<file path="config.mk">
export PLATFORM = sky130hd
export DESIGN_NAME = constant_weight_encoder_top
export DESIGN_NICKNAME = d
export VERILOG_FILES = /design/src/hdl/cwe_pkg.sv /design/src/hdl/cwe_span.sv /design/src/hdl/cwe_out_buf.sv /design/src/hdl/constant_weight_encoder_top.sv
export SDC_FILE = /design/constraint.sdc
export NUM_CORES = 2
export LEC_CHECK = 0
export ABC_AREA = 1
export BUFFER_PORTS_ARGS = -buffer_cell sky130_fd_sc_hd__buf_2
export CAP_MARGIN = 20
export CORE_MARGIN = 2
export CORE_UTILIZATION = 33
export CTS_CLUSTER_SIZE = 16
export DETAILED_ROUTE_END_ITERATION = 10
export GPL_TIMING_DRIVEN = 0
export MAX_ROUTING_LAYER = met4
export PLACE_DENSITY_LB_ADDON = 0.25
export SYNTH_ARGS = -nofsm -noshare
export SYNTH_HDL_FRONTEND = slang
export SYNTH_HIERARCHICAL = 1
export SYNTH_SLANG_ARGS = --single-unit
</file>
<file path="constraint.sdc">
create_clock -name clk -period 35.5 [get_ports clk]
set_input_delay 1.775 -clock clk [delete_from_list [all_inputs] [get_ports clk]]
set_output_delay 1.775 -clock clk [all_outputs]
set_load 0.005 [all_outputs]
</file>
<file path="src/hdl/cwe_pkg.sv">
// shared types, constants and table functions of the constant-weight encoder
package cwe_pkg;

  localparam int LEN_W   = 13;
  localparam int WT_W    = 7;
  localparam int POS_W   = 12;
  localparam int BITS_W  = 4;
  localparam int NUM_W   = LEN_W + 1;
  localparam int CFG_IDX_W = 1;

  localparam logic [LEN_W-1:0] BASE_CAP = 13'd8191;
  localparam logic [LEN_W-1:0] LEN_RST  = 13'd2048;
  localparam logic [WT_W-1:0]  WT_RST   = 7'd32;

  localparam logic [CFG_IDX_W-1:0] REG_WORD_LENGTH = 1'b0;
  localparam logic [CFG_IDX_W-1:0] REG_WEIGHT      = 1'b1;

  typedef enum logic [1:0] {
    PH_CHOOSE = 2'd0,
    PH_HEAD   = 2'd1,
    PH_TAIL   = 2'd2
  } phase_t;

  typedef struct packed {
    logic [POS_W-1:0] position;
    logic             last;
  } res_word_t;

  // truncating power chain x, x*x, ... of t factors in q(f)
  function automatic logic [63:0] root_chain(input logic [63:0] x, input int t, input int f);
    logic [63:0] p;
    p = x;
    for (int k = 1; k < t; k++) p = (p * x) >> f;
    return p;
  endfunction

  // 1 - 2^(-1/t) in q(f), from the largest root whose chain stays at or below one half
  function automatic logic [63:0] root_comp(input int t, input int f);
    logic [63:0] one;
    logic [63:0] lo;
    logic [63:0] hi;
    logic [63:0] mid;
    one = 64'd1 << f;
    lo  = 64'd0;
    hi  = one - 64'd1;
    if (t < 1) return 64'd0;
    while (lo < hi) begin
      mid = lo + ((hi - lo + 64'd1) >> 1);
      if (root_chain(mid, t, f) <= (one >> 1)) lo = mid;
      else hi = mid - 64'd1;
    end
    return one - lo;
  endfunction

endpackage

</file>
<file path="src/hdl/cwe_span.sv">
// span of the next skip run: ceil((2n-t+1)(1-2^(-1/t))/2) clamped to [1, n-t]
module cwe_span #(
  parameter int MAX_WEIGHT         = 64,
  parameter int ROOT_FRACTION_BITS = 24
) (
  input  logic [cwe_pkg::LEN_W-1:0] length_left,
  input  logic [cwe_pkg::WT_W-1:0]  weight_left,
  output logic [cwe_pkg::LEN_W-1:0] span
);

  localparam int F   = ROOT_FRACTION_BITS;
  localparam int NW  = cwe_pkg::NUM_W;
  localparam int IW  = $clog2(MAX_WEIGHT + 1);
  localparam int PW  = NW + F;
  localparam logic [PW:0] RND = {{NW{1'b0}}, {(F + 1){1'b1}}};

  logic [F-1:0]               frac_tab [MAX_WEIGHT+1];
  logic [F-1:0]               frac;
  logic [NW-1:0]              num;
  logic [PW-1:0]              prod;
  logic [PW:0]                qsum;
  logic [NW-1:0]              q;
  logic [cwe_pkg::LEN_W-1:0]  lim;

  for (genvar g = 0; g <= MAX_WEIGHT; g++) begin : g_root
    localparam logic [F-1:0] FR = F'(cwe_pkg::root_comp(g, F));
    assign frac_tab[g] = FR;
  end

  assign frac = frac_tab[weight_left[IW-1:0]];
  assign num  = {length_left, 1'b1} - NW'(weight_left);
  assign prod = PW'(num) * PW'(frac);
  assign qsum = {1'b0, prod} + RND;
  assign q    = qsum[PW:F+1];
  assign lim  = length_left - cwe_pkg::LEN_W'(weight_left);

  always_comb begin
    if (length_left <= cwe_pkg::LEN_W'(weight_left)) begin
      span = cwe_pkg::LEN_W'(1);
    end else if (q == '0) begin
      span = cwe_pkg::LEN_W'(1);
    end else if (q > NW'(lim)) begin
      span = lim;
    end else begin
      span = q[cwe_pkg::LEN_W-1:0];
    end
  end

endmodule

</file>
<file path="src/hdl/cwe_out_buf.sv">
// two-entry result buffer between the encoder core and the output channel
module cwe_out_buf (
  input  logic               clk,
  input  logic               rst_n,
  input  logic               push,
  input  cwe_pkg::res_word_t push_word,
  output logic               ready,
  output logic               out_valid,
  input  logic               out_stall,
  output cwe_pkg::res_word_t out_word
);

  logic               v0_r, v0_nxt;
  logic               v1_r, v1_nxt;
  cwe_pkg::res_word_t w0_r, w0_nxt;
  cwe_pkg::res_word_t w1_r, w1_nxt;
  logic               pop;

  assign pop       = v0_r && !out_stall;
  assign ready     = !v1_r;
  assign out_valid = v0_r;
  assign out_word  = w0_r;

  always_comb begin
    v0_nxt = v0_r;
    v1_nxt = v1_r;
    w0_nxt = w0_r;
    w1_nxt = w1_r;
    if (v1_r) begin
      if (pop) begin
        w0_nxt = w1_r;
        v1_nxt = 1'b0;
      end
    end else if (v0_r) begin
      if (pop && push) begin
        w0_nxt = push_word;
      end else if (push) begin
        w1_nxt = push_word;
        v1_nxt = 1'b1;
      end else if (pop) begin
        v0_nxt = 1'b0;
      end
    end else if (push) begin
      w0_nxt = push_word;
      v0_nxt = 1'b1;
    end
  end

  always_ff @(posedge clk) begin
    if (!rst_n) begin
      v0_r <= 1'b0;
      v1_r <= 1'b0;
    end else begin
      v0_r <= v0_nxt;
      v1_r <= v1_nxt;
    end
  end

  always_ff @(posedge clk) begin
    w0_r <= w0_nxt;
    w1_r <= w1_nxt;
  end

endmodule

</file>
<file path="src/hdl/constant_weight_encoder_top.sv">
// constant-weight word encoder: message bits in, ascending set positions out
// a word's position is registered in the output buffer; a closing burst is set up in burst_r
// throughput: one message bit per cycle unless stalled; a closing burst of r positions
// holds in_stall, one position per cycle with buffer room, from the shared emit path
// reset: synchronous active-low; length 2048, weight 32, word restarted, buffer empty
module constant_weight_encoder_top #(
  parameter int MAX_LENGTH         = 4096,
  parameter int MAX_WEIGHT         = 64,
  parameter int ROOT_FRACTION_BITS = 24
) (
  input  logic                          clk,
  input  logic                          rst_n,
  input  logic                          cfg_we,
  input  logic [cwe_pkg::CFG_IDX_W-1:0] cfg_index,
  input  logic [cwe_pkg::LEN_W-1:0]     cfg_data,
  input  logic                          in_valid,
  output logic                          in_stall,
  input  logic                          in_message_bit,
  output logic                          out_valid,
  input  logic                          out_stall,
  output logic [cwe_pkg::POS_W-1:0]     out_position,
  output logic                          out_last
);

  localparam int LW = cwe_pkg::LEN_W;
  localparam int WW = cwe_pkg::WT_W;
  localparam int NW = cwe_pkg::NUM_W;
  localparam int BW = cwe_pkg::BITS_W;
  localparam logic [LW-1:0] LEN_CAP = LW'((MAX_LENGTH < 8191) ? MAX_LENGTH : 8191);
  localparam logic [WW-1:0] WT_CAP  = WW'(MAX_WEIGHT);
  localparam logic [LW-1:0] LEN_RST_EFF =
    (cwe_pkg::LEN_RST > LEN_CAP) ? LEN_CAP : cwe_pkg::LEN_RST;
  localparam logic [WW-1:0] WT_RST_EFF =
    (cwe_pkg::WT_RST > WT_CAP) ? WT_CAP : cwe_pkg::WT_RST;

  function automatic logic [LW-1:0] eff_len(input logic [LW-1:0] wl);
    logic [LW-1:0] e;
    e = wl;
    if (wl == '0) e = LW'(1);
    else if (wl > LEN_CAP) e = LEN_CAP;
    return e;
  endfunction

  function automatic logic [WW-1:0] eff_wt(input logic [WW-1:0] wt);
    logic [WW-1:0] e;
    e = wt;
    if (wt == '0) e = WW'(1);
    else if (wt > WT_CAP) e = WT_CAP;
    return e;
  endfunction

  function automatic logic [BW-1:0] span_log2(input logic [LW-1:0] d);
    logic [BW-1:0] u;
    u = '0;
    for (int i = 0; i < LW; i++) begin
      if ((LW'(1) << i) < d) u = BW'(i + 1);
    end
    return u;
  endfunction

  logic [LW-1:0]   word_length_r, word_length_nxt;
  logic [WW-1:0]   weight_r, weight_nxt;
  logic [LW-1:0]   length_left_r, length_left_nxt;
  logic [WW-1:0]   weight_left_r, weight_left_nxt;
  logic [LW-1:0]   run_offset_r, run_offset_nxt;
  logic [LW-1:0]   base_r, base_nxt;
  logic [LW-1:0]   span_r, span_nxt;
  logic [BW-1:0]   bits_r, bits_nxt;
  logic [LW-1:0]   partial_r, partial_nxt;
  cwe_pkg::phase_t phase_r, phase_nxt;
  logic            burst_r, burst_nxt;

  logic [LW-1:0]   wl_sel;
  logic [WW-1:0]   wt_sel;
  logic            buf_ready;
  logic            accept;

  logic [LW-1:0]   span_d;
  logic [BW-1:0]   u_d;
  logic            len_le_wt;
  logic [LW-1:0]   len_after_skip;
  logic            skip_to_burst;
  logic [BW-1:0]   u_span;
  logic [NW-1:0]   pow_span;
  logic [LW-1:0]   pv_shift;
  logic [BW-1:0]   bits_dec;
  logic            head_done;
  logic            head_to_tail;
  logic [NW-1:0]   tail_c;

  logic            emit_req;
  logic [NW-1:0]   emit_gap;
  logic [NW-1:0]   emit_used;
  logic [NW:0]     emit_sum;
  logic [NW:0]     emit_next_base;
  logic [LW-1:0]   emit_lim;
  logic [LW-1:0]   emit_pos;
  logic [LW-1:0]   emit_base;
  logic [NW-1:0]   len_ext;
  logic [NW-1:0]   len_diff;
  logic [LW-1:0]   emit_len;
  logic [WW-1:0]   emit_wt;
  logic            emit_last;
  cwe_pkg::res_word_t emit_word;
  cwe_pkg::res_word_t out_word;

  cwe_span #(
    .MAX_WEIGHT         (MAX_WEIGHT),
    .ROOT_FRACTION_BITS (ROOT_FRACTION_BITS)
  ) u_span_calc (
    .length_left (length_left_r),
    .weight_left (weight_left_r),
    .span        (span_d)
  );

  cwe_out_buf u_out_buf (
    .clk       (clk),
    .rst_n     (rst_n),
    .push      (emit_req),
    .push_word (emit_word),
    .ready     (buf_ready),
    .out_valid (out_valid),
    .out_stall (out_stall),
    .out_word  (out_word)
  );

  assign out_position = out_word.position;
  assign out_last     = out_word.last;

  assign in_stall = burst_r || !buf_ready;
  assign accept   = in_valid && !in_stall;

  // register write decode
  always_comb begin
    wl_sel = word_length_r;
    wt_sel = weight_r;
    if (cfg_we) begin
      unique case (cfg_index)
        cwe_pkg::REG_WORD_LENGTH: wl_sel = cfg_data;
        cwe_pkg::REG_WEIGHT:      wt_sel = cfg_data[WW-1:0];
        default: ;
      endcase
    end
  end

  // step conditions
  assign u_d            = span_log2(span_d);
  assign len_le_wt      = length_left_r <= LW'(weight_left_r);
  assign len_after_skip = length_left_r - span_d;
  assign skip_to_burst  = len_after_skip <= LW'(weight_left_r);
  assign u_span         = span_log2(span_r);
  assign pow_span       = NW'(1) << u_span;
  assign pv_shift       = {partial_r[LW-2:0], in_message_bit};
  assign bits_dec       = (bits_r == '0) ? '0 : bits_r - BW'(1);
  assign head_done      = bits_dec == '0;
  assign head_to_tail   = NW'(pv_shift) >= (pow_span - NW'(span_r));
  assign tail_c         = {partial_r, in_message_bit} + NW'(span_r) - pow_span;

  // emit request and its gap
  always_comb begin
    emit_req  = 1'b0;
    emit_gap  = '0;
    emit_used = NW'(1);
    if (burst_r) begin
      emit_req = buf_ready;
      emit_gap = NW'(run_offset_r);
    end else if (accept) begin
      unique case (phase_r)
        cwe_pkg::PH_HEAD: begin
          if (head_done && !head_to_tail) begin
            emit_req  = 1'b1;
            emit_gap  = NW'(run_offset_r) + NW'(pv_shift);
            emit_used = NW'(pv_shift) + NW'(1);
          end
        end
        cwe_pkg::PH_TAIL: begin
          emit_req  = 1'b1;
          emit_gap  = NW'(run_offset_r) + tail_c;
          emit_used = tail_c + NW'(1);
        end
        default: begin
          if (!len_le_wt && !in_message_bit && span_d == LW'(1)) begin
            emit_req = 1'b1;
            emit_gap = NW'(run_offset_r);
          end
        end
      endcase
    end
  end

  // one position: saturated index, advanced base, shrunk length and weight, last flag
  assign emit_sum       = (NW + 1)'(base_r) + (NW + 1)'(emit_gap);
  assign emit_next_base = emit_sum + (NW + 1)'(1);
  assign emit_lim       = eff_len(word_length_r) - LW'(1);
  assign emit_pos       = (emit_sum > (NW + 1)'(emit_lim)) ? emit_lim : emit_sum[LW-1:0];
  assign emit_base      = (emit_next_base > (NW + 1)'(cwe_pkg::BASE_CAP)) ?
                          cwe_pkg::BASE_CAP : emit_next_base[LW-1:0];
  assign len_ext        = NW'(length_left_r);
  assign len_diff       = len_ext - emit_used;
  assign emit_len       = (len_ext > emit_used) ? len_diff[LW-1:0] : '0;
  assign emit_wt        = (weight_left_r == '0) ? '0 : weight_left_r - WW'(1);
  assign emit_last      = emit_wt == '0;

  assign emit_word.position = emit_pos[cwe_pkg::POS_W-1:0];
  assign emit_word.last     = emit_last;

  always_comb begin
    word_length_nxt = wl_sel;
    weight_nxt      = wt_sel;
    length_left_nxt = length_left_r;
    weight_left_nxt = weight_left_r;
    run_offset_nxt  = run_offset_r;
    base_nxt        = base_r;
    span_nxt        = span_r;
    bits_nxt        = bits_r;
    partial_nxt     = partial_r;
    phase_nxt       = phase_r;
    burst_nxt       = burst_r;

    if (accept) begin
      unique case (phase_r)
        cwe_pkg::PH_HEAD: begin
          partial_nxt = pv_shift;
          bits_nxt    = bits_dec;
          if (head_done) phase_nxt = cwe_pkg::PH_TAIL;
        end
        cwe_pkg::PH_TAIL: begin
          phase_nxt = cwe_pkg::PH_CHOOSE;
        end
        default: begin
          phase_nxt = cwe_pkg::PH_CHOOSE;
          if (len_le_wt) begin
            burst_nxt = 1'b1;
          end else if (in_message_bit) begin
            length_left_nxt = len_after_skip;
            run_offset_nxt  = run_offset_r + span_d;
            if (skip_to_burst) burst_nxt = 1'b1;
          end else begin
            span_nxt = span_d;
            if (span_d != LW'(1)) begin
              partial_nxt = '0;
              bits_nxt    = u_d - BW'(1);
              phase_nxt   = (u_d == BW'(1)) ? cwe_pkg::PH_TAIL : cwe_pkg::PH_HEAD;
            end
          end
        end
      endcase
    end

    if (emit_req) begin
      base_nxt        = emit_base;
      length_left_nxt = emit_len;
      weight_left_nxt = emit_wt;
      run_offset_nxt  = '0;
      phase_nxt       = cwe_pkg::PH_CHOOSE;
    end

    // word restart after the last position or on a register write
    if ((emit_req && emit_last) || cfg_we) begin
      length_left_nxt = eff_len(wl_sel);
      weight_left_nxt = eff_wt(wt_sel);
      run_offset_nxt  = '0;
      base_nxt        = '0;
      span_nxt        = '0;
      bits_nxt        = '0;
      partial_nxt     = '0;
      phase_nxt       = cwe_pkg::PH_CHOOSE;
      burst_nxt       = 1'b0;
    end
  end

  always_ff @(posedge clk) begin
    if (!rst_n) begin
      word_length_r <= cwe_pkg::LEN_RST;
      weight_r      <= cwe_pkg::WT_RST;
      length_left_r <= LEN_RST_EFF;
      weight_left_r <= WT_RST_EFF;
      run_offset_r  <= '0;
      base_r        <= '0;
      span_r        <= '0;
      bits_r        <= '0;
      partial_r     <= '0;
      phase_r       <= cwe_pkg::PH_CHOOSE;
      burst_r       <= 1'b0;
    end else begin
      word_length_r <= word_length_nxt;
      weight_r      <= weight_nxt;
      length_left_r <= length_left_nxt;
      weight_left_r <= weight_left_nxt;
      run_offset_r  <= run_offset_nxt;
      base_r        <= base_nxt;
      span_r        <= span_nxt;
      bits_r        <= bits_nxt;
      partial_r     <= partial_nxt;
      phase_r       <= phase_nxt;
      burst_r       <= burst_nxt;
    end
  end

endmodule
</file>
==> summary.md <==
| Metric | Value |
|---|---|
| Worst r2r src | `weight_left_r[0]` |
| Worst-Skew Late Latency | `450 ps` |
| # nets final | `~5.1k` |
| Row cnt | `between 100 and 150` |
| Ant. Diodes | `0` |
| Post-cts sizing count | `0` |
| R2r setup slk | `18420 ps` |
| Mean Syn Cell Area | `roughly 6.6 um^2` |
| CTS H-Tree Depth | `4` |
| Worst Path Max Fanout | `15` |
| Number of synthesized register bits | `127` |
| Core Region | `slightly below 90000 um^2` |
| Status | `complete, no violations` |
| Total CTS buffers | `17` |
| Post-detail-place hpwl | `84.15 mm` |
| Largest net degree at the start of global routing | `17` |
| Final GP Congestion | `approximately 0.94` |
| Gr usage total | `between 20% and 30%` |
| Vias in the first global route | `around 28k` |
| Layout cells sized above 1 | `approximately 6.6%` |
| Final Hold Fails | `0` |
| Hold path endpoint | `weight_r[5]` |
| WS Path Type | `flip-flop to flip-flop` |
| Top delay family on crit path | `adder cells` |
| Setup WS post-layout | `approximately 18000 ps` |
| CTS tree | `yes` |
| Post-synth top area share | `20.09%` |
| Most frequent cells in the layout | `1109 x nand2_1, 870 x inv_1, 514 x nor2_1` |
| Syn Nets | `5061` |
| Tcrit/Tclk final | `around 48%` |
| Max_cap viols | `0` |
| Clock Tree Buf Depth | `2` |
| YS warnings | `6` |
| Fraction of registers with async set/reset | `0%` |
| Max frequency | `between 0.05 and 0.06 GHz` |
| First DRT Iteration DRCs | `2201` |
| Fin. max-slew vios | `0` |
| Vias per cell | `between 4 and 5` |
| Drt wl/cell | `17.72 um` |
| Most frequent CP cell | `nand2_1` |
| Crit path launch type | `flip-flop` |
| Clk root buf | `clkbuf_16` |
| CP Buf/Inv Count | `18` |
| Sequential fraction of the synthesis area | `around a tenth` |
| GRT overflow | `0` |
| Min-Delay Path Class | `flip-flop to flip-flop` |
| Worst r2r path cells | `84` |
| Hold path cells | `2` |
| Synth-to-Final Area Change | `7.614%` |
| Unrepaired setup endpoints after global routing | `false` |
| Die width | `between 300 and 400 um` |
| Post CTS Setup Buffer Count | `0` |
| Initial antenna violation count | `0` |
| # port buffers | `34` |
| Cell Area, Synth | `~29000 um^2` |
| Crit end category | `flip-flop` |
| Vias after detailed routing | `28.20k` |
| First-pass GRT wire length | `158.6 mm` |
| Synth area leaders | `fa_1 20%, nand2_1 14%, ha_1 13%` |
| Clock sinks | `approximately 130` |
| Final-report setup violation count | `0` |
| Ys flop type | `dfxtp_1` |
| Minimum clock period | `between 15000 and 20000 ps` |
| Post-synth EDFFs | `26` |
| Drt total wl | `a little over 100 mm` |
| Slew headroom | `32.67%` |
| Die Y | `303.0 um` |
| Post-synth cell types | `74` |
| Hold Path Origin | `weight_r[5]` |
| Crit path DAT | `around 17000 ps` |
| Pre-CTS setup slack | `about 19000 ps` |
| Max Clock Skew | `15.23 ps` |
| Crit-path slowest cell | `clkbuf_1` |
| Reg clk slew, reported paths | `roughly 70 ps` |
| TNS Setup | `0 ps` |
| Critical Path RT | `approximately 36000 ps` |
| Full die area | `91790 um^2` |
| Drt pass-1 iters | `5` |
| Max incr delay on CP | `750 ps` |
| Final ANT Viol Nets | `0` |
| Commonest non-fill, non-tap cell in the layout | `nand2_1` |
| DRC Markers | `0` |
| Area leader, netlist | `fa_1` |
| Initial core utilization | `33.33%` |
| Hold buffers post-CTS | `0` |
| Worst Max-Slew Pin Slew | `1006 ps` |
| Syn Inst Count | `4448` |
| I/O Pins | `35` |
| Reg2reg end | `u_out_buf/out_word[10]` |
Yosys cell counts (16+ instances only):
| master | count |
|---|---|
| xnor2_1 | 27 |
| nor3_1 | 49 |
| inv_1 | 870 |
| fa_1 | 296 |
| nand2_1 | 1109 |
| clkbuf_1 | 44 |
| o21ai_0 | 164 |
| inv_2 | 21 |
| buf_2 | 37 |
| edfxtp_1 | 26 |
| a21oi_1 | 212 |
| o21ai_1 | 25 |
| nand2_2 | 29 |
| a31oi_1 | 20 |
| xor2_1 | 70 |
| nand4_1 | 46 |
| ha_1 | 297 |
| dfxtp_1 | 101 |
| or2_2 | 16 |
| o211ai_1 | 27 |
| a211oi_2 | 31 |
| nand3_1 | 189 |
| nor2_1 | 514 |
worst min-delay path, cell delays in order, from the launching register on:
cell and delay (ps):
dfxtp_1 310, a21oi_1 90, nand2_1 50
layer usage:
metal / global-route usage [%] / part of all wire (%) / vias to the layer above
li1: - / - / 14020
met1: 29.45 / 46 / 13310
met2: 38.79 / 48 / 755
met3: 1.812 / 4.4 / 122
met4: 5.489 / 2.3 / 0
met5: - / 0 / -
worst max path at each step:
stage               slack [ps]             start                      to  cells after the start
CTS                      18460  weight_left_r[0]  u_out_buf/out_word[12]                     78
finish                   18420  weight_left_r[0]  u_out_buf/out_word[10]                     84
global placement         18440  weight_left_r[0]  u_out_buf/out_word[10]                     84
detailed placement       18520  weight_left_r[0]  u_out_buf/out_word[10]                     79
floorplan                22590  weight_left_r[0]  u_out_buf/out_word[10]                     75
global route             16980  weight_left_r[0]  u_out_buf/out_word[11]                     86
registers in the layout, indices dropped and copies added (netlist names), 13 cells and up:
| signal | flops |
|---|---|
| partial_r | 13 |
| run_offset_r | 13 |
| base_r | 13 |
| word_length_r | 13 |
| length_left_r | 13 |
| u_out_buf/w1_r | 13 |
| u_out_buf/out_word | 13 |
| span_r | 13 |
cells by family (layout without fill, tap and decap cells):
group	Yosys count	in the layout	share of synthesized area, %
compound gates	593	593	12.43
xor+xnor	102	102	3.194
fa+ha+maj	593	593	32.69
buf+inv	1016	1084	13.69
flops	127	127	9.502
simple gates	2017	2017	28.49
metrics by stage:
| step | instances | utilization [%] | cell area [um^2] | hold slack (ps) |
|---|---|---|---|---|
| 2_1_floorplan | 4448 | - | 29500 | 434.7 |
| 3_3_place_gp | 5647 | 35.16 | 31120 | 467.9 |
| 3_5_place_dp | 5649 | 35.19 | 31150 | 469.0 |
| 4_1_cts | 5681 | 35.86 | 31740 | 483.8 |
| 5_1_grt | 5681 | 35.86 | 31740 | 528.8 |
| 6_report | 5681 | 35.86 | 31740 | 481.8 |
layout make-up:
cell class                 instances  area, um^2
clock buffer                      17       425.4
sequential                       127        2803
fill                            9750       56770
multi-input combinational       3305       22660
tap                             1165        1458
inverter                         906        3411
timing repair buffer              36       185.2
buffer                           110       628.1
clock inverter                    15       170.2
Power is not shown: default switching activity piles up to over one toggle a cycle in this logic, so the estimate is an artifact.
